===== src/rtl/mpa_pkg.sv =====
// shared types and constants of the max pooling argmax unit
`timescale 1ns / 1ps

package mpa_pkg;

  localparam int OCOL_W = 10;
  localparam int ROW_W  = 12;
  localparam int CHAN_W = 12;
  localparam int OFF_W  = 4;
  localparam int CFG_AW = 5;

  localparam logic [12:0] MAX_ROWS  = 13'd4096;
  localparam logic [12:0] MAX_CHANS = 13'd4096;

  typedef enum logic [2:0] {
    REG_IN_WIDTH    = 3'd0,
    REG_IN_HEIGHT   = 3'd1,
    REG_CHANNELS    = 3'd2,
    REG_POOL_WIDTH  = 3'd3,
    REG_POOL_HEIGHT = 3'd4
  } reg_idx_t;

  // effective (clamped) frame geometry
  typedef struct packed {
    logic [10:0] width;
    logic [12:0] height;
    logic [12:0] chans;
    logic [4:0]  pool_w;
    logic [4:0]  pool_h;
  } dims_t;

  // position info of one pixel, carried into the update stage
  typedef struct packed {
    logic [OCOL_W-1:0] ocol;
    logic [ROW_W-1:0]  orow;
    logic [CHAN_W-1:0] chan;
    logic [OCOL_W-1:0] cbase;
    logic [ROW_W-1:0]  rbase;
    logic [OFF_W-1:0]  dx;
    logic [OFF_W-1:0]  dy;
    logic              first;
    logic              emit;
    logic              done;
  } pos_t;

endpackage


===== src/rtl/mpa_cfg.sv =====
// configuration registers, apb access and geometry clamping
`timescale 1ns / 1ps

module mpa_cfg #(
  parameter int MAX_WIDTH = 1024,
  parameter int MAX_POOL  = 16
) (
  input  logic                      clk,
  input  logic                      rst_n,
  input  logic                      psel,
  input  logic                      penable,
  input  logic                      pwrite,
  input  logic [mpa_pkg::CFG_AW-1:0] paddr,
  input  logic [31:0]               pwdata,
  output logic [31:0]               prdata,
  output logic                      restart,
  output mpa_pkg::dims_t            dims
);
  import mpa_pkg::*;

  logic [10:0] in_width_r, in_width_nxt;
  logic [12:0] in_height_r, in_height_nxt;
  logic [12:0] chans_r, chans_nxt;
  logic [4:0]  pool_w_r, pool_w_nxt;
  logic [4:0]  pool_h_r, pool_h_nxt;
  logic        wr;
  reg_idx_t    idx;

  assign wr  = psel && penable && pwrite;
  assign idx = reg_idx_t'(paddr[CFG_AW-1:2]);

  always_comb begin
    in_width_nxt  = in_width_r;
    in_height_nxt = in_height_r;
    chans_nxt     = chans_r;
    pool_w_nxt    = pool_w_r;
    pool_h_nxt    = pool_h_r;
    restart       = 1'b0;
    if (wr) begin
      case (idx)
        REG_IN_WIDTH: begin
          in_width_nxt = pwdata[10:0];
          restart      = 1'b1;
        end
        REG_IN_HEIGHT: begin
          in_height_nxt = pwdata[12:0];
          restart       = 1'b1;
        end
        REG_CHANNELS: begin
          chans_nxt = pwdata[12:0];
          restart   = 1'b1;
        end
        REG_POOL_WIDTH: begin
          pool_w_nxt = pwdata[4:0];
          restart    = 1'b1;
        end
        REG_POOL_HEIGHT: begin
          pool_h_nxt = pwdata[4:0];
          restart    = 1'b1;
        end
        default: restart = 1'b0;
      endcase
    end
  end

  always_ff @(posedge clk) begin
    if (!rst_n) begin
      in_width_r  <= 11'd32;
      in_height_r <= 13'd32;
      chans_r     <= 13'd1;
      pool_w_r    <= 5'd2;
      pool_h_r    <= 5'd2;
    end else begin
      in_width_r  <= in_width_nxt;
      in_height_r <= in_height_nxt;
      chans_r     <= chans_nxt;
      pool_w_r    <= pool_w_nxt;
      pool_h_r    <= pool_h_nxt;
    end
  end

  always_comb begin
    case (idx)
      REG_IN_WIDTH:    prdata = 32'(in_width_r);
      REG_IN_HEIGHT:   prdata = 32'(in_height_r);
      REG_CHANNELS:    prdata = 32'(chans_r);
      REG_POOL_WIDTH:  prdata = 32'(pool_w_r);
      REG_POOL_HEIGHT: prdata = 32'(pool_h_r);
      default:         prdata = 32'd0;
    endcase
  end

  // zero acts as one, oversize saturates
  always_comb begin
    dims.width = (in_width_r == '0) ? 11'd1 :
                 (32'(in_width_r) > MAX_WIDTH) ? 11'(MAX_WIDTH) : in_width_r;
    dims.height = (in_height_r == '0) ? 13'd1 :
                  (in_height_r > MAX_ROWS) ? MAX_ROWS : in_height_r;
    dims.chans = (chans_r == '0) ? 13'd1 :
                 (chans_r > MAX_CHANS) ? MAX_CHANS : chans_r;
    dims.pool_w = (pool_w_r == '0) ? 5'd1 :
                  (32'(pool_w_r) > MAX_POOL) ? 5'(MAX_POOL) : pool_w_r;
    dims.pool_h = (pool_h_r == '0) ? 5'd1 :
                  (32'(pool_h_r) > MAX_POOL) ? 5'(MAX_POOL) : pool_h_r;
  end

endmodule


===== config.mk =====
export PLATFORM = sky130hd
export DESIGN_NAME = mpa_cfg
export DESIGN_NICKNAME = d
export VERILOG_FILES = /design/src/rtl/mpa_pkg.sv /design/src/rtl/mpa_cfg.sv
export SDC_FILE = /design/constraint.sdc
export NUM_CORES = 1
export LEC_CHECK = 0
export BUFFER_PORTS_ARGS = -buffer_cell sky130_fd_sc_hd__buf_2
export CAP_MARGIN = 20
export CORE_AREA = 2 2 83 85
export CTS_CLUSTER_SIZE = 20
export DETAILED_ROUTE_END_ITERATION = 8
export DIE_AREA = 0 0 85 87
export HOLD_SLACK_MARGIN = 0.05
export PLACE_DENSITY = 0.8
export SYNTH_ARGS = -nofsm -noshare
export SYNTH_HDL_FRONTEND = slang
export SYNTH_SLANG_ARGS = --single-unit
export TNS_END_PERCENT = 10

===== constraint.sdc =====
create_clock -name clk -period 1 [get_ports clk]
set_input_delay 0.1 -clock clk [delete_from_list [all_inputs] [get_ports clk]]
set_output_delay 0.1 -clock clk [all_outputs]
set_load 0.005 [all_outputs]

==> results.md, run 1 <==
* TNS Setup at -11560 ps
* Total power at 3.55 mW
* Worst clock skew at 0 ps
* Total number of vias at 2683
* I/O Buffers at 81
* Chip Width at 85 µm
* Share of cells above drive strength 1 at 49.0%
* Min Hold Slack at 78.0 ps
* Commonest non-fill, non-tap cell in the layout: buf_2
* Die height at 87 µm
* Cells after Synth at 326
* Pin count of the biggest net entering global routing at 34
* Routed Antenna Nets at 0
* Fin nets at 488
* Max-cap check violation count at 0
* Crit end category: output port
* Prevailing post-synth register cell: dfxtp_1
* Io pins at 122
* Vias per cell at 5.09
* PD cells at 877 mW/mm²
* Area Growth Syn to Fin at 48.2%
* Final wirelength at 8630 µm
* Req. time, crit path at 900 ps
* Tmin final at 1630 ps
* Starting Density at 41.6%
* Type of origin of the critical path: flop
* Leak pwr at 2.00 nW
* Post-synth EDFFs at 0
* Post-route clock period utilization at 163%
* DRC Markers at 0
* Status: finished with violations
* Seq/Total Area, Yosys at 34.4%
* Drt wl/cell at 16.4 µm
* Fmax at 612 MHz
* Clock root buffer: clkbuf_8
* FF+latch count, synth at 47
* Initial antenna violation count at 0
* Clk pin slew, worst setup/hold paths at 90 ps
* Netlist cell types at 28
* CTS Hold Bufs at 0
* CTS tree: done
* Setup WS post-layout at -635 ps
* Remaining global-route overflow at 0
* Placed insts at 517
* Fin cells at 527
* Row count at 30
* RSZ-0062 raised after global routing: yes
* Crit path DAT at 1530 ps
* GR Util All Layers at 21.7%
* H-Tree Level Count at 2
* Pre-CTS WS at -309 ps
* HPWL after DPL at 6170 µm
* Setup Viol. Count Final at 58
* Hold crit path type: primary input to flop
* CTS sink cnt at 47
* Global-route wire length before repair at 12600 µm
* CTS Buf Count at 5
* Final RePlAce weighted congestion at 0.916
* Skew-Pair Late Insertion Delay at 300 ps
* Layout fillers at 558
* Clock Path Buffers at 2
* Die footprint at 0.00740 mm²
* Cell Area, Synth at 0.00273 mm²
* Critical path class: flop to output port
* Async set or reset register ratio after synthesis at 0%
* Mean cell area of the mapped netlist at 8.38 µm²
* Leading cell types in the layout, fill and taps excluded: 77 x buf_2, 56 x nand2_1, 54 x mux2i_1, 32 x nor2b_1, 31 x dfxtp_2
* Antenna Cells at 0
* Vias in the first global route at 2563
* Peak VDD IR at 591 µV
* Crit Path Max Fanout at 2
* Failing checks: setup timing
* Core area at 0.00657 mm²
* Fin. max-slew vios at 0
* Initial DRC Count at 182
* Ys Warns at 0
* Hold Vio Cnt, Final at 0
* DRT Pass-1 Iters at 4
## cell usage after synthesis (5+ instances only)
cell type	instances	area (µm²)
o21ai_1	6	30.0
mux2i_1	60	601
nor2_1	18	67.6
o2bb2ai_1	5	43.8
nor4_1	5	31.3
buf_2	5	25.0
nand2_1	56	210
a2bb2oi_1	6	52.6
buf_4	20	150
clkbuf_1	19	71.3
o21a_1	5	37.5
nand3_1	5	25.0
nor3_1	5	25.0
nor2b_1	41	257
dfxtp_1	47	941
## through the flow
step	util [%]	instance area, µm²
after CTS	58.3	3830
after global placement	53.9	3540
after detailed placement	53.9	3540
final	61.6	4050
after floorplan	-	2800
after global routing	61.6	4050
## routing by layer
layer	vias up	track usage [%]	share of wire, %
met3	18	4.17	5.2
met4	0	8.23	2.5
met1	1266	26.4	41
met2	103	37.9	51
met5	-	0	0
li1	1296	-	-
## state kept, by name (all words and copies together), names as in the netlist
register	count
chans_r	13
in_height_r	13
in_width_r	11
pool_h_r	5
pool_w_r	5
## area by class of cell
type / count / area, µm² / share of cell area, %
Clock buffer: 5 / 68.8 / 1.70
Clock inverter: 3 / 15.0 / 0.371
Inverter: 3 / 11.3 / 0.278
Multi-Input combinational cell: 247 / 1800 / 44.5
Sequential cell: 47 / 991 / 24.5
Tap cell: 80 / 100 / 2.47
Timing Repair Buffer: 142 / 1060 / 26.2
## final timing paths
check                                               from                       end  slack [ps]  depth (start not counted)
worst min register to register  chans_r[10]$_SDFFE_PN0P_  chans_r[10]$_SDFFE_PN0P_         490                          2
worst min-delay path                           pwdata[5]   chans_r[5]$_SDFFE_PN0P_          80                          3
worst max-delay path             chans_r[4]$_SDFFE_PN0P_                  dims[10]        -630                          4
worst max register to register   chans_r[3]$_SDFFE_PN0P_   chans_r[3]$_SDFFE_PN0P_         100                          5
## cell families after synthesis
logic type | count (synthesis) | synth area share [%]
buffers and inverters | 50 | 10.7
multiplexers | 60 | 22.0
other | 1 | 0.137
flip-flops | 47 | 34.4
AO/OA/AOI/OAI | 30 | 8.20
AND/OR/NAND/NOR | 138 | 24.6
## repair_timing
action	in CTS	in global routing
setup endpoints to repair	59	66
pin swaps	10	13
buffers inserted	1	2
gates resized for setup	61	51
## critical path, stage by stage, from the launching register on
cell and delay, ps:
dfxtp_2 350, nor4_2 430, nand3_2 160, a21oi_2 170, buf_2 120
## power breakdown
| part | switching, mW | internal [mW] | total, mW |
|---|---|---|---|
| combinational | 0.274 | 0.241 | 0.514 |
| sequential | 0.0165 | 1.88 | 1.89 |
| clock | 0.662 | 0.480 | 1.14 |
(Power assumes the default switching activity.)
==> inputs of run 2 (changes only) <==
--- a/config.mk
+++ b/config.mk
@@ -9,8 +9,9 @@
 export CAP_MARGIN = 20
-export CORE_AREA = 2 2 83 85
+export CORE_AREA = 2 2 82 84
+export CTS_BUF_LIST = sky130_fd_sc_hd__clkbuf_4
 export CTS_CLUSTER_SIZE = 20
 export DETAILED_ROUTE_END_ITERATION = 8
-export DIE_AREA = 0 0 85 87
+export DIE_AREA = 0 0 84 86
 export HOLD_SLACK_MARGIN = 0.05
-export PLACE_DENSITY = 0.8
+export PLACE_DENSITY = 0.81
 export SYNTH_ARGS = -nofsm -noshare
==> constraint.sdc (replaced) <==
create_clock -name clk -period 1 [get_ports clk]
set_input_delay 0.15 -clock clk [delete_from_list [all_inputs] [get_ports clk]]
set_output_delay 0.15 -clock clk [all_outputs]
set_load 0.005 [all_outputs]
==> run 2 against run 1 <==
Effect of this change:
- critical path depth is the same
- register-to-register slack gained 70 ps
- setup slack lost 52 ps
- the flow still finishes with violations (setup timing)
- non-clock buffer count grew 1
- core utilization grew 0.37 points
- critical endpoint unchanged
- clock power shrank 24%
- count of clock-buffer cells in the layout is the same
- clock skew is the same
==> results.md, run 2 (synthesis gave the netlist of run 1 again) <==
* Status: finished with violations
* Failing checks: setup timing
* Leading cell types in the layout, fill and taps excluded: 78 x buf_2, 58 x mux2i_1, 56 x nand2_1, 37 x nor2b_1, 33 x buf_4
* Io pins at 122
* PD cells at 840 mW/mm²
* Fmax at 593 MHz
* Peak VDD IR at 433 µV
* FF-to-FF setup slack at 170 ps
* Die height at 86 µm
* Crit path DAT at 1540 ps
* CTS sink cnt at 47
* Initial antenna violation count at 0
* Share of cells above drive strength 1 at 45.0%
* Clk pin slew, worst setup/hold paths at 130 ps
* Pre-CTS WS at -388 ps
* Setup WS post-layout at -686 ps
* CP top delay family: simple AND/OR/NAND/NOR gates
* Drt wl/cell at 17.0 µm
* R2R cell count at 3
* RSZ-0062 raised after global routing: yes
* Crit Path Max Fanout at 3
* Area Growth Syn to Fin at 42.4%
* Tmin final at 1690 ps
* Min Hold Slack at 68.9 ps
* Row count at 29
* Hold crit path type: primary input to flop
* Hold Vio Cnt, Final at 0
* Critical path class: flop to output port
* Clock Path Buffers at 2
* I/O Buffers at 81
* Levels on crit path at 4
* Clock root buffer: clkbuf_4
* Final RePlAce weighted congestion at 0.879
* Cells along the critical path: nor4_1 -> nand3_2 -> a21oi_2 -> buf_2
* Worst clock skew at 0 ps
* Post-route clock period utilization at 169%
* Core area at 0.00628 mm²
* Chip Width at 84 µm
* Vias per cell at 5.30
* Vias in the first global route at 2673
* Total power at 3.27 mW
* DRT Pass-1 Iters at 5
* H-Tree Level Count at 2
* Worst r2r src: in_height_r[11]$_SDFFE_PN0P_
* CTS Buf Count at 5
* Global-route wire length before repair at 13200 µm
* Leak pwr at 1.95 nW
* Buffers plus inverters on the worst setup path at 1
* Die footprint at 0.00722 mm²
* Skew-Pair Late Insertion Delay at 360 ps
* Fin cells at 524
* Pin count of the biggest net entering global routing at 30
* Crit end category: output port
* Commonest non-fill, non-tap cell in the layout: buf_2
* Reg2reg end: in_height_r[11]$_SDFFE_PN0P_
* Final wirelength at 8930 µm
* Setup Viol. Count Final at 63
* Max-cap check violation count at 0
* Fin. max-slew vios at 0
* HPWL after DPL at 6160 µm
* Worst Hold Launch: pwdata[12]
* Initial DRC Count at 191
* Placed insts at 514
* Total number of vias at 2778
* Endpoint of the worst hold path: in_height_r[12]$_SDFFE_PN0P_
* DRC Markers at 0
* Fin nets at 489
* Req. time, crit path at 850 ps
* Type of origin of the critical path: flop
* Hold Crit Depth at 3
* Routed Antenna Nets at 0
* Largest regs: chans_r (13), in_height_r (13), in_width_r (11)
* Remaining global-route overflow at 0
* Antenna Cells at 0
* Starting Density at 43.5%
* Slowest stage cell, crit path: dfxtp_2
* GR Util All Layers at 23.3%
* Crit-path max cell delay at 370 ps
* CTS tree: done
run 2: cell count changes in the layout (fill, tap and decap cells not counted), sizes merged:
cell / before / now
buf: 142 / 141
clkinv: 3 / 2
dlygate4sd3: 0 / 2
run 2: worst register-to-register path: stages, from the launching register on:
cell	delay (ps)
dfxtp_2	370
buf_4	130
nand2_1	70
mux2i_1	190
run 2: what timing repair did:
action	in CTS	in global routing
setup buffers	1	1
hold buffers	2	0
endpoints found under the setup margin	60	68
endpoints found under the hold margin	3	0
gates resized for setup	68	16
pin swaps	13	6
run 2: final cells by class:
type	count	area (µm²)
Fill cell	493	2380
Multi-Input combinational cell	247	1680
Timing Repair Buffer	143	1060
Sequential cell	47	996
Tap cell	77	96.3
Clock buffer	5	37.5
Inverter	3	11.3
Clock inverter	2	8.76
run 2: power by group:
part | internal (mW) | switching (mW)
clock | 0.250 | 0.611
combinational | 0.241 | 0.276
sequential | 1.87 | 0.0158
run 2: worst max path at each step:
stage,startpoint,slack [ps],to
floorplan,paddr[4],-110,chans_r[4]$_SDFFE_PN0P_
global placement,in_width_r[6]$_SDFFE_PN0P_,-330,dims[36]
detailed placement,paddr[4],-390,pool_w_r[2]$_SDFFE_PN0P_
CTS,chans_r[5]$_SDFFE_PN0P_,-620,dims[10]
global route,chans_r[4]$_SDFFE_PN0P_,-790,dims[10]
finish,chans_r[4]$_SDFFE_PN0P_,-690,dims[10]
run 2: metal layers:
metal | vias up | global-route usage (%) | wire [µm]
met4 | 0 | 12.9 | 368
met3 | 38 | 5.00 | 597
met2 | 150 | 39.5 | 4420
li1 | 1297 | - | -
met5 | - | 0 | 0
met1 | 1293 | 27.5 | 3550
run 2: through the flow:
| stage | cell area (µm²) | utilization [%] | setup TNS [ps] |
|---|---|---|---|
| 2_1_floorplan | 2820 | - | -2030 |
| 3_3_place_gp | 3550 | 56.6 | -13540 |
| 3_5_place_dp | 3550 | 56.6 | -15240 |
| 4_1_cts | 3820 | 60.9 | -18490 |
| 5_1_grt | 3890 | 62.0 | -22240 |
| 6_report | 3890 | 62.0 | -18960 |
