**config.mk**
```make
export PLATFORM = sky130hd
export DESIGN_NAME = mpa_pos
export DESIGN_NICKNAME = d
export VERILOG_FILES = /design/src/rtl/mpa_pkg.sv /design/src/rtl/mpa_pos.sv
export SDC_FILE = /design/constraint.sdc
export NUM_CORES = 1
export LEC_CHECK = 0
export ABC_AREA = 1
export BUFFER_PORTS_ARGS = -buffer_cell sky130_fd_sc_hd__buf_2
export CAP_MARGIN = 20
export CORE_UTILIZATION = 25
export DETAILED_ROUTE_END_ITERATION = 8
export GPL_TIMING_DRIVEN = 0
export PLACE_DENSITY = 0.55
export RECOVER_POWER = 100
export SLEW_MARGIN = 20
export SYNTH_ARGS = -nofsm -noshare
export SYNTH_HDL_FRONTEND = slang
export SYNTH_SLANG_ARGS = --single-unit
export TNS_END_PERCENT = 20
```
**constraint.sdc**
```tcl
create_clock -name clk -period 3.1 [get_ports clk]
set_clock_uncertainty 0.1 [all_clocks]
set_input_delay 0.155 -clock clk [delete_from_list [all_inputs] [get_ports clk]]
set_output_delay 0.155 -clock clk [all_outputs]
set_load 0.1 [all_outputs]
```
**src/rtl/mpa_pkg.sv**
```systemverilog
// shared types and constants of the max pooling argmax unit
`timescale 1ns / 1ps

package mpa_pkg;

  localparam int OCOL_W = 10;
  localparam int ROW_W  = 12;
  localparam int CHAN_W = 12;
  localparam int OFF_W  = 4;
  localparam int CFG_AW = 5;

  localparam logic [12:0] MAX_ROWS  = 13'd4096;
  localparam logic [12:0] MAX_CHANS = 13'd4096;

  typedef enum logic [2:0] {
    REG_IN_WIDTH    = 3'd0,
    REG_IN_HEIGHT   = 3'd1,
    REG_CHANNELS    = 3'd2,
    REG_POOL_WIDTH  = 3'd3,
    REG_POOL_HEIGHT = 3'd4
  } reg_idx_t;

  // effective (clamped) frame geometry
  typedef struct packed {
    logic [10:0] width;
    logic [12:0] height;
    logic [12:0] chans;
    logic [4:0]  pool_w;
    logic [4:0]  pool_h;
  } dims_t;

  // position info of one pixel, carried into the update stage
  typedef struct packed {
    logic [OCOL_W-1:0] ocol;
    logic [ROW_W-1:0]  orow;
    logic [CHAN_W-1:0] chan;
    logic [OCOL_W-1:0] cbase;
    logic [ROW_W-1:0]  rbase;
    logic [OFF_W-1:0]  dx;
    logic [OFF_W-1:0]  dy;
    logic              first;
    logic              emit;
    logic              done;
  } pos_t;

endpackage

```
**src/rtl/mpa_pos.sv**
```systemverilog
// raster position sequencer: pixel, window and output coordinates
`timescale 1ns / 1ps

module mpa_pos #(
  parameter int MAX_WIDTH = 1024,
  parameter int MAX_POOL  = 16
) (
  input  logic                                                 clk,
  input  logic                                                 rst_n,
  input  logic                                                 restart,
  input  logic                                                 advance,
  input  mpa_pkg::dims_t                                       dims,
  output logic [((MAX_WIDTH > 1) ? $clog2(MAX_WIDTH) : 1)-1:0] addr,
  output mpa_pkg::pos_t                                        pos
);
  import mpa_pkg::*;

  localparam int CW = (MAX_WIDTH > 1) ? $clog2(MAX_WIDTH) : 1;
  localparam int OW = (MAX_POOL > 1) ? $clog2(MAX_POOL) : 1;

  logic [CW-1:0]     col_r, col_nxt, oc_r, oc_nxt;
  logic [OW-1:0]     wco_r, wco_nxt, wro_r, wro_nxt;
  logic [ROW_W-1:0]  row_r, row_nxt, orow_r, orow_nxt, rbase_r, rbase_nxt;
  logic [CHAN_W-1:0] chan_r, chan_nxt;
  logic [OCOL_W-1:0] cbase_r, cbase_nxt;
  logic              last_col, last_row, last_chan, wco_end, wro_end;

  assign last_col  = (32'(col_r) + 32'd1 == 32'(dims.width));
  assign last_row  = (32'(row_r) + 32'd1 == 32'(dims.height));
  assign last_chan = (32'(chan_r) + 32'd1 == 32'(dims.chans));
  assign wco_end   = (32'(wco_r) + 32'd1 == 32'(dims.pool_w));
  assign wro_end   = (32'(wro_r) + 32'd1 == 32'(dims.pool_h));

  assign addr      = oc_r;
  assign pos.ocol  = OCOL_W'(oc_r);
  assign pos.orow  = orow_r;
  assign pos.chan  = chan_r;
  assign pos.cbase = cbase_r;
  assign pos.rbase = rbase_r;
  assign pos.dx    = OFF_W'(wco_r);
  assign pos.dy    = OFF_W'(wro_r);
  assign pos.first = (wco_r == '0) && (wro_r == '0);
  assign pos.emit  = (wco_end || last_col) && (wro_end || last_row);
  assign pos.done  = last_col && last_row && last_chan;

  always_comb begin
    col_nxt   = col_r;
    oc_nxt    = oc_r;
    wco_nxt   = wco_r;
    cbase_nxt = cbase_r;
    row_nxt   = row_r;
    wro_nxt   = wro_r;
    orow_nxt  = orow_r;
    rbase_nxt = rbase_r;
    chan_nxt  = chan_r;
    if (restart) begin
      col_nxt   = '0;
      oc_nxt    = '0;
      wco_nxt   = '0;
      cbase_nxt = '0;
      row_nxt   = '0;
      wro_nxt   = '0;
      orow_nxt  = '0;
      rbase_nxt = '0;
      chan_nxt  = '0;
    end else if (advance) begin
      if (last_col) begin
        col_nxt   = '0;
        oc_nxt    = '0;
        wco_nxt   = '0;
        cbase_nxt = '0;
        if (last_row) begin
          row_nxt   = '0;
          wro_nxt   = '0;
          orow_nxt  = '0;
          rbase_nxt = '0;
          chan_nxt  = last_chan ? '0 : chan_r + 1'b1;
        end else begin
          row_nxt = row_r + 1'b1;
          if (wro_end) begin
            wro_nxt   = '0;
            orow_nxt  = orow_r + 1'b1;
            rbase_nxt = row_r + 1'b1;
          end else begin
            wro_nxt = wro_r + 1'b1;
          end
        end
      end else begin
        col_nxt = col_r + 1'b1;
        if (wco_end) begin
          wco_nxt   = '0;
          oc_nxt    = oc_r + 1'b1;
          cbase_nxt = OCOL_W'(col_r) + 10'd1;
        end else begin
          wco_nxt = wco_r + 1'b1;
        end
      end
    end
  end

  always_ff @(posedge clk) begin
    if (!rst_n) begin
      col_r   <= '0;
      oc_r    <= '0;
      wco_r   <= '0;
      cbase_r <= '0;
      row_r   <= '0;
      wro_r   <= '0;
      orow_r  <= '0;
      rbase_r <= '0;
      chan_r  <= '0;
    end else begin
      col_r   <= col_nxt;
      oc_r    <= oc_nxt;
      wco_r   <= wco_nxt;
      cbase_r <= cbase_nxt;
      row_r   <= row_nxt;
      wro_r   <= wro_nxt;
      orow_r  <= orow_nxt;
      rbase_r <= rbase_nxt;
      chan_r  <= chan_nxt;
    end
  end

endmodule

```
==> metrics.md, run 1 <==
| Metric | Value |
|---|---|
| Die width | `158 um` |
| Period Utilization, post-route | `0.940` |
| Critical path's largest stage delay | `440 ps` |
| Final Critical Period | `between 2000 and 3000 ps` |
| F_max | `between 300 and 400 MHz` |
| Post-DP HPWL | `15.6 mm` |
| Total GRT Usage | `0.162` |
| Syn Nets | `1,088` |
| Synth top area cells | `dfxtp_1, nand2_1, nand3_1` |
| Initial DRC count | `approximately 380` |
| Number of core rows | `56` |
| Reg-to-Reg Start | `col_r[1]` |
| Path category of the worst min-delay check | `in -> reg` |
| PD cells | `approximately 330 mW/mm^2` |
| Htree depth | `3` |
| Crit path max-delay family | `simple AND/OR/NAND/NOR gates` |
| Critical path class | `reg -> out` |
| Setup TNS Final | `0 ps` |
| Number of max-cap violations | `0` |
| Most common cell type on the critical path | `nand2_1` |
| Final hold viol count | `0` |
| Crit start category | `register` |
| Worst path bufs/invs | `2` |
| IO Pins | `~130` |
| Routed Antenna Nets | `0` |
| CTS tree | `yes` |
| Routed WL per cell | `13.3 um` |
| CTS clock-pin slew for the worst setup and hold paths | `60 ps` |
| Critical Path End | `pos[0]` |
| Flop2flop setup slack | `between 200 and 300 ps` |
| R2r worst-path depth | `15` |
| Bufs on Longest Clock Path | `2` |
| Area delta synth->final | `21.9%` |
| Post-Synthesis Cells | `approximately 1,000` |
| PortBufs | `between 100 and 150` |
| Crit path arrival time | `~2700 ps` |
| GPL Wtd Cong | `0.871` |
| DRC | `0` |
| Count leader, synth | `nand2_1` |
| Post-synth top area cell | `dfxtp_1` |
| Area post-placement | `0.00715 mm^2` |
| Flops & latches, synth | `86` |
| Yosys top cell area share | `0.282` |
| VDD IR max | `0.218 mV` |
| Slew Limit Fails | `0` |
| Crit. Startpoint | `col_r[1]` |
| Sequential area share after synthesis | `0.282` |
| Synth cell count leaders | `nand2_1, nor2_1, inv_1` |
| Worst slew margin | `0.165` |
| Nature of the critical path endpoint | `output pin` |
| Share of cells above drive strength 1 | `0.112` |
| Fill count | `2,774` |
| Outcome | `complete, no violations` |
| Die Y | `158 um` |
| Synth cell types | `36` |
| Final setup viols | `0` |
| Vias in the first global route | `between 6,000 and 7,000` |
| Crit-path cells | `ha_4 > nand2_1 > nand2_1 > nand2_1 > nand2_1 > nand3_1 > nor2_1 > nand2_1 > nor2_1 > nand4_1 > nor2_4 > inv_1 > nor2_2 > buf_12` |
| Main synth FF type | `dfxtp_1` |
| Post-synth EDFFs | `0` |
| Reg2reg end | `rbase_r[9]` |
| Critical Path RT | `2840 ps` |
| Root buffer cell | `clkbuf_16` |
| Number of placed instances, taps included | `1,473` |
| Async set or reset register ratio after synthesis | `0` |
| Clk Latency, worst-skew pair | `~350 ps` |
| Largest net degree at the start of global routing | `17` |
| Synth Area per Inst | `5.94 um^2` |
| Worst Hold Depth | `6` |
| Core box area | `0.0237 mm^2` |
| Initial antenna violation count | `0` |
| TritonCTS buffer count | `9` |
| Routed vias | `6,657` |
| Wirelength, routed | `slightly below 20 mm` |
| Via density | `about 4.5` |
| Diode count | `0` |
| Worst-Margin Slew | `1260 ps` |
| Leakage power | `3.21 nW` |
| Die Area | `0.0251 mm^2` |
| First-pass GRT wire length | `31.4 mm` |
| Pre-antenna DRT Iters | `5` |
| GR Overflow Total | `0` |
| Fin nets | `1,230` |
| Register Area | `0.00173 mm^2` |
| CP max stage cell | `dfxtp_1` |
| Clock sink total | `86` |
| Mapped cell area | `0.00611 mm^2` |
| Starting density of the core | `0.258` |
| Footprint of the multi-input gates | `around 0.0037 mm^2` |
| CP max FO | `7` |
| Levels on crit path | `14` |
| Final instance area | `0.00745 mm^2` |
| Yosys warning count | `0` |
| Non-filler instance count after layout | `1,493` |
-- state kept, by name (all words and copies together) (netlist names) --
| name | cells |
|---|---|
| chan_r | 12 |
| orow_r | 12 |
| rbase_r | 12 |
| row_r | 12 |
| addr | 10 |
| cbase_r | 10 |
| col_r | 10 |
| wco_r | 4 |
| wro_r | 4 |
-- metrics by stage --
step | utilization | setup slack (ps) | hold WS, ps | total power, mW
2_1_floorplan | - | -166 | 372 | 1.28
3_3_place_gp | 0.302 | -230 | 353 | 1.36
3_5_place_dp | 0.302 | -265 | 357 | 1.37
4_1_cts | 0.316 | 6.66 | 234 | 2.48
5_1_grt | 0.314 | -9.26 | 241 | 2.55
6_report | 0.314 | 186 | 186 | 2.44
-- routing by layer --
layer	wire length (um)	vias to the layer above	track usage	share of wire
met3	855	15	0.0297	0.043
met2	9380	132	0.275	0.47
li1	-	3507	-	-
met4	267	0	0.0435	0.013
met1	9310	3003	0.210	0.47
met5	0	-	0	0
-- worst min-delay path by stage --
stage,start,endpoint,slack (ps)
floorplan,col_r[4],col_r[4],370
global placement,rbase_r[4],rbase_r[4],350
detailed placement,cbase_r[4],cbase_r[4],360
CTS,advance,col_r[9],230
global route,dims[9],cbase_r[5],240
finish,dims[9],cbase_r[5],190
-- kinds of logic after synthesis --
group | Yosys count | share of synthesized area
AOI/OAI and AO/OA | 75 | 0.0660
adders and majority gates | 9 | 0.0184
DFF | 86 | 0.282
buffers and inverters | 170 | 0.119
and+or+nand+nor | 655 | 0.465
xor gates and xnor gates | 33 | 0.0498
-- cells in the final DEF (no fill, tap or decap), types with 2 or more instances in the layout --
| cell type | netlist | routed |
|---|---|---|
| nand2_1 | 325 | 326 |
| nor2_1 | 142 | 142 |
| inv_1 | 125 | 125 |
| nand3_1 | 124 | 124 |
| clkbuf_1 | 14 | 89 |
| dfxtp_1 | 86 | 83 |
| buf_2 | 9 | 54 |
| a21oi_1 | 52 | 52 |
| xor2_1 | 20 | 20 |
| buf_4 | 14 | 19 |
| nand4_1 | 16 | 16 |
| o21ai_0 | 13 | 13 |
| nand3b_1 | 13 | 13 |
| xnor2_1 | 12 | 12 |
| clkbuf_16 | 0 | 9 |
| nor2_2 | 10 | 8 |
| nor2_4 | 5 | 7 |
| ha_1 | 9 | 7 |
| clkbuf_2 | 0 | 6 |
| o21bai_1 | 4 | 4 |
| nor3_1 | 6 | 4 |
| inv_2 | 3 | 3 |
| nand2_4 | 1 | 3 |
| buf_6 | 3 | 3 |
| a21o_1 | 2 | 2 |
| nor4_1 | 2 | 2 |
| a211oi_1 | 2 | 2 |
| nand2_2 | 5 | 2 |
| nor3_2 | 0 | 2 |
| buf_1 | 2 | 2 |
| ha_4 | 0 | 2 |
| clkinv_2 | 0 | 2 |
| dfxtp_2 | 0 | 2 |
-- repair_timing --
item | CTS | global route
hold buffers | 0 | 0
buffers inserted | 1 | 5
pin swaps | 2 | 4
cloned | 0 | 0
gates resized for setup | 14 | 13
setup endpoints to repair | 2 | 19
-- worst reg2reg max path: cells and delay by family (launching register included) --
family | cells | cell delay [ps]
simple gates | 13 | 1620
flops | 1 | 440
fa+ha+maj | 1 | 220
buf+inv | 1 | 290
-- where the power goes --
group | total [mW] | internal (mW) | leakage (nW) | switching [mW]
combinational | 0.227 | 0.0741 | 2.37 | 0.153
sequential | 1.11 | 1.11 | 0.695 | 0.00590
clock | 1.10 | 0.640 | 0.141 | 0.459
-- cell type report --
| type | count | area share |
|---|---|---|
| Tap cell | 319 | 0.0536 |
| Sequential cell | 86 | 0.232 |
| Buffer | 41 | 0.0309 |
| Clock inverter | 4 | 0.00638 |
| Multi-Input combinational cell | 772 | 0.499 |
| Timing Repair Buffer | 132 | 0.0811 |
| Inverter | 128 | 0.0645 |
| Clock buffer | 11 | 0.0326 |
(Power assumes the default switching activity.)
==> run 2, diff against run 1 <==
Settings changed: CELL_PAD_IN_SITES_DETAIL_PLACEMENT from default to 1, CELL_PAD_IN_SITES_GLOBAL_PLACEMENT from default to 1, PLACE_DENSITY 0.55 to 0.7.
==> run 2 against run 1 <==
Effect of this change: sequential share of layout area about the same; die area is the same; first-iteration DRC count shrank 37%; combinational power is essentially flat; via count up 2.3%; sequential power barely moved; routed wire length rose by 7.4%; sequential cell count is the same; power is 3.8% higher; cell area about the same; critical endpoint unchanged.
==> metrics.md, run 2 (same netlist as run 1, synthesis figures left out) <==
| Metric | Value |
|---|---|
| Initial antenna violation count | `2` |
| CTS tree | `yes` |
| R2r worst-path depth | `12` |
| Routed Antenna Nets | `0` |
| Area delta synth->final | `22.0%` |
| Reg-to-Reg Start | `chan_r[0]` |
| Worst-Margin Slew | `around 1300 ps` |
| Nature of the critical path endpoint | `output pin` |
| Die Y | `158 um` |
| Htree depth | `3` |
| Path category of the worst min-delay check | `in -> reg` |
| Total GRT Usage | `0.177` |
| Core box area | `0.0237 mm^2` |
| Die width | `158 um` |
| Post-layout worst setup margin | `95.1 ps` |
| Die Area | `0.0251 mm^2` |
| Number of max-cap violations | `0` |
| Period Utilization, post-route | `0.969` |
| Footprint of the multi-input gates | `0.00371 mm^2` |
| Worst slew margin | `0.168` |
| Fill count | `3,204` |
| Leakage power | `3.16 nW` |
| Final Critical Period | `3000 ps` |
| TritonCTS buffer count | `9` |
| GPL Wtd Cong | `0.889` |
| VDD IR max | `0.243 mV` |
| Flop2flop setup slack | `300 ps` |
| Crit path arrival time | `2750 ps` |
| Critical Path RT | `2840 ps` |
| Largest net degree at the start of global routing | `17` |
| Clock sink total | `86` |
| Pre-antenna DRT Iters | `4` |
| CTS clock-pin slew for the worst setup and hold paths | `70 ps` |
| PnR Total Power | `~2.5 mW` |
| F_max | `333 MHz` |
| DRC | `0` |
| Sw frac | `0.257` |
| First-pass GRT wire length | `34.4 mm` |
| Root buffer cell | `clkbuf_16` |
| Final setup viols | `0` |
| Setup TNS Final | `0 ps` |
| Crit start category | `register` |
| Starting density of the core | `0.258` |
| Reg2reg end | `chan_r[6]` |
| Hold wc startpoint | `dims[9]` |
| Clk pwr share | `0.470` |
| Crit. Startpoint | `row_r[0]` |
| Number of core rows | `56` |
| Bufs on Longest Clock Path | `2` |
| P_int | `approximately 1.9 mW` |
| PortBufs | `~130` |
| Share of cells above drive strength 1 | `0.111` |
| Most common cell after layout, fill and taps aside | `nand2_1` |
| Logic gate share of total power | `0.090` |
| Routed vias | `6,812` |
| Clk Latency, worst-skew pair | `350 ps` |
| Fin nets | `1,227` |
| Routed WL per cell | `around 14 um` |
| CTS Hold Bufs | `0` |
| Vias in the first global route | `6,813` |
| Critical Path End | `pos[0]` |
| CP max FO | `10` |
| GR Overflow Total | `0` |
| Sw power | `651 uW` |
| Final Core Density | `0.315` |
| Pre-CTS setup slack | `-299 ps` |
| Via density | `4.57` |
| Final hold viol count | `0` |
| Critical path class | `reg -> out` |
| Slew Limit Fails | `0` |
| Wirelength, routed | `21.3 mm` |
| IO Pins | `roughly 130` |
| Register Area | `0.00173 mm^2` |
| Post-DP HPWL | `17.1 mm` |
| Initial DRC count | `between 200 and 250` |
| Unrepaired setup endpoints after global routing | `true` |
| Flop pwr share | `0.440` |
| Outcome | `complete, no violations` |
| PD cells | `340 mW/mm^2` |
| Most frequent cells in the layout | `nand2_1, nor2_1, inv_1` |
==> run 2: changes by cell type in the layout (fill, tap and decap cells not counted), moves of 2 or more <==
cell | before | now
nor2_1 | 142 | 139
clkinvlp_4 | 1 | 3
nor2_4 | 7 | 9
diode_2 | 0 | 2
nand2_2 | 2 | 4
buf_4 | 19 | 17
nor2_2 | 8 | 10
==> run 2: area by class of cell <==
cell class / instances / share of cell area
inverter: 128 / 0.0645
multi-input combinational: 772 / 0.498
timing repair buffer: 129 / 0.0779
clock buffer: 9 / 0.0302
antenna: 2 / 0.000672
buffer: 41 / 0.0312
sequential: 86 / 0.232
tap: 319 / 0.0536
clock inverter: 6 / 0.0118
==> run 2: critical path: stages (launching register included) <==
cell and delay [ps]:
dfxtp_4 400, ha_4 180, nand2_2 130, nor2_4 210, nand2_1 100, nand2_1 130, nand2_1 60, nand2_1 70
nand3_2 110, nor2_4 210, nand2_4 110, buf_6 170, nor2_4 100, inv_1 90, nor2_4 130, buf_12 180
==> run 2: power groups by stage <==
stage               sequential (mW)  clock, mW  combinational, mW
floorplan                      1.15          0              0.128
global placement               1.14          0              0.225
detailed placement             1.14          0              0.230
CTS                            1.11       1.23              0.232
global route                   1.11       1.27              0.256
finish                         1.11       1.19              0.228
==> run 2: through the flow <==
step,instance area (um^2),cells,hold slack (ps)
6_report,7450,1492,200
5_1_grt,7450,1492,217
4_1_cts,7500,1488,189
3_5_place_dp,7150,1473,352
3_3_place_gp,7150,1473,353
2_1_floorplan,6120,1028,372
==> run 2: routing by layer <==
metal,wire (um),share of wire,track usage
met5,0,0,0
met4,540,0.025,0.0636
met3,866,0.041,0.0318
met2,9930,0.47,0.301
met1,9950,0.47,0.223
==> run 2: repair_timing <==
item / CTS / global route
setup endpoints to repair: 7 / 34
gates resized for setup: 12 / 14
pin swaps: 1 / 3
setup buffers: 1 / 2
==> run 2: how the worst min path moves through the flow <==
stage                      end  slack (ps)  cells after the start
floorplan             col_r[4]         370                      2
global placement    rbase_r[0]         350                      2
detailed placement  rbase_r[1]         350                      2
CTS                 cbase_r[4]         190                      6
global route        cbase_r[4]         220                      6
finish              cbase_r[4]         200                      6
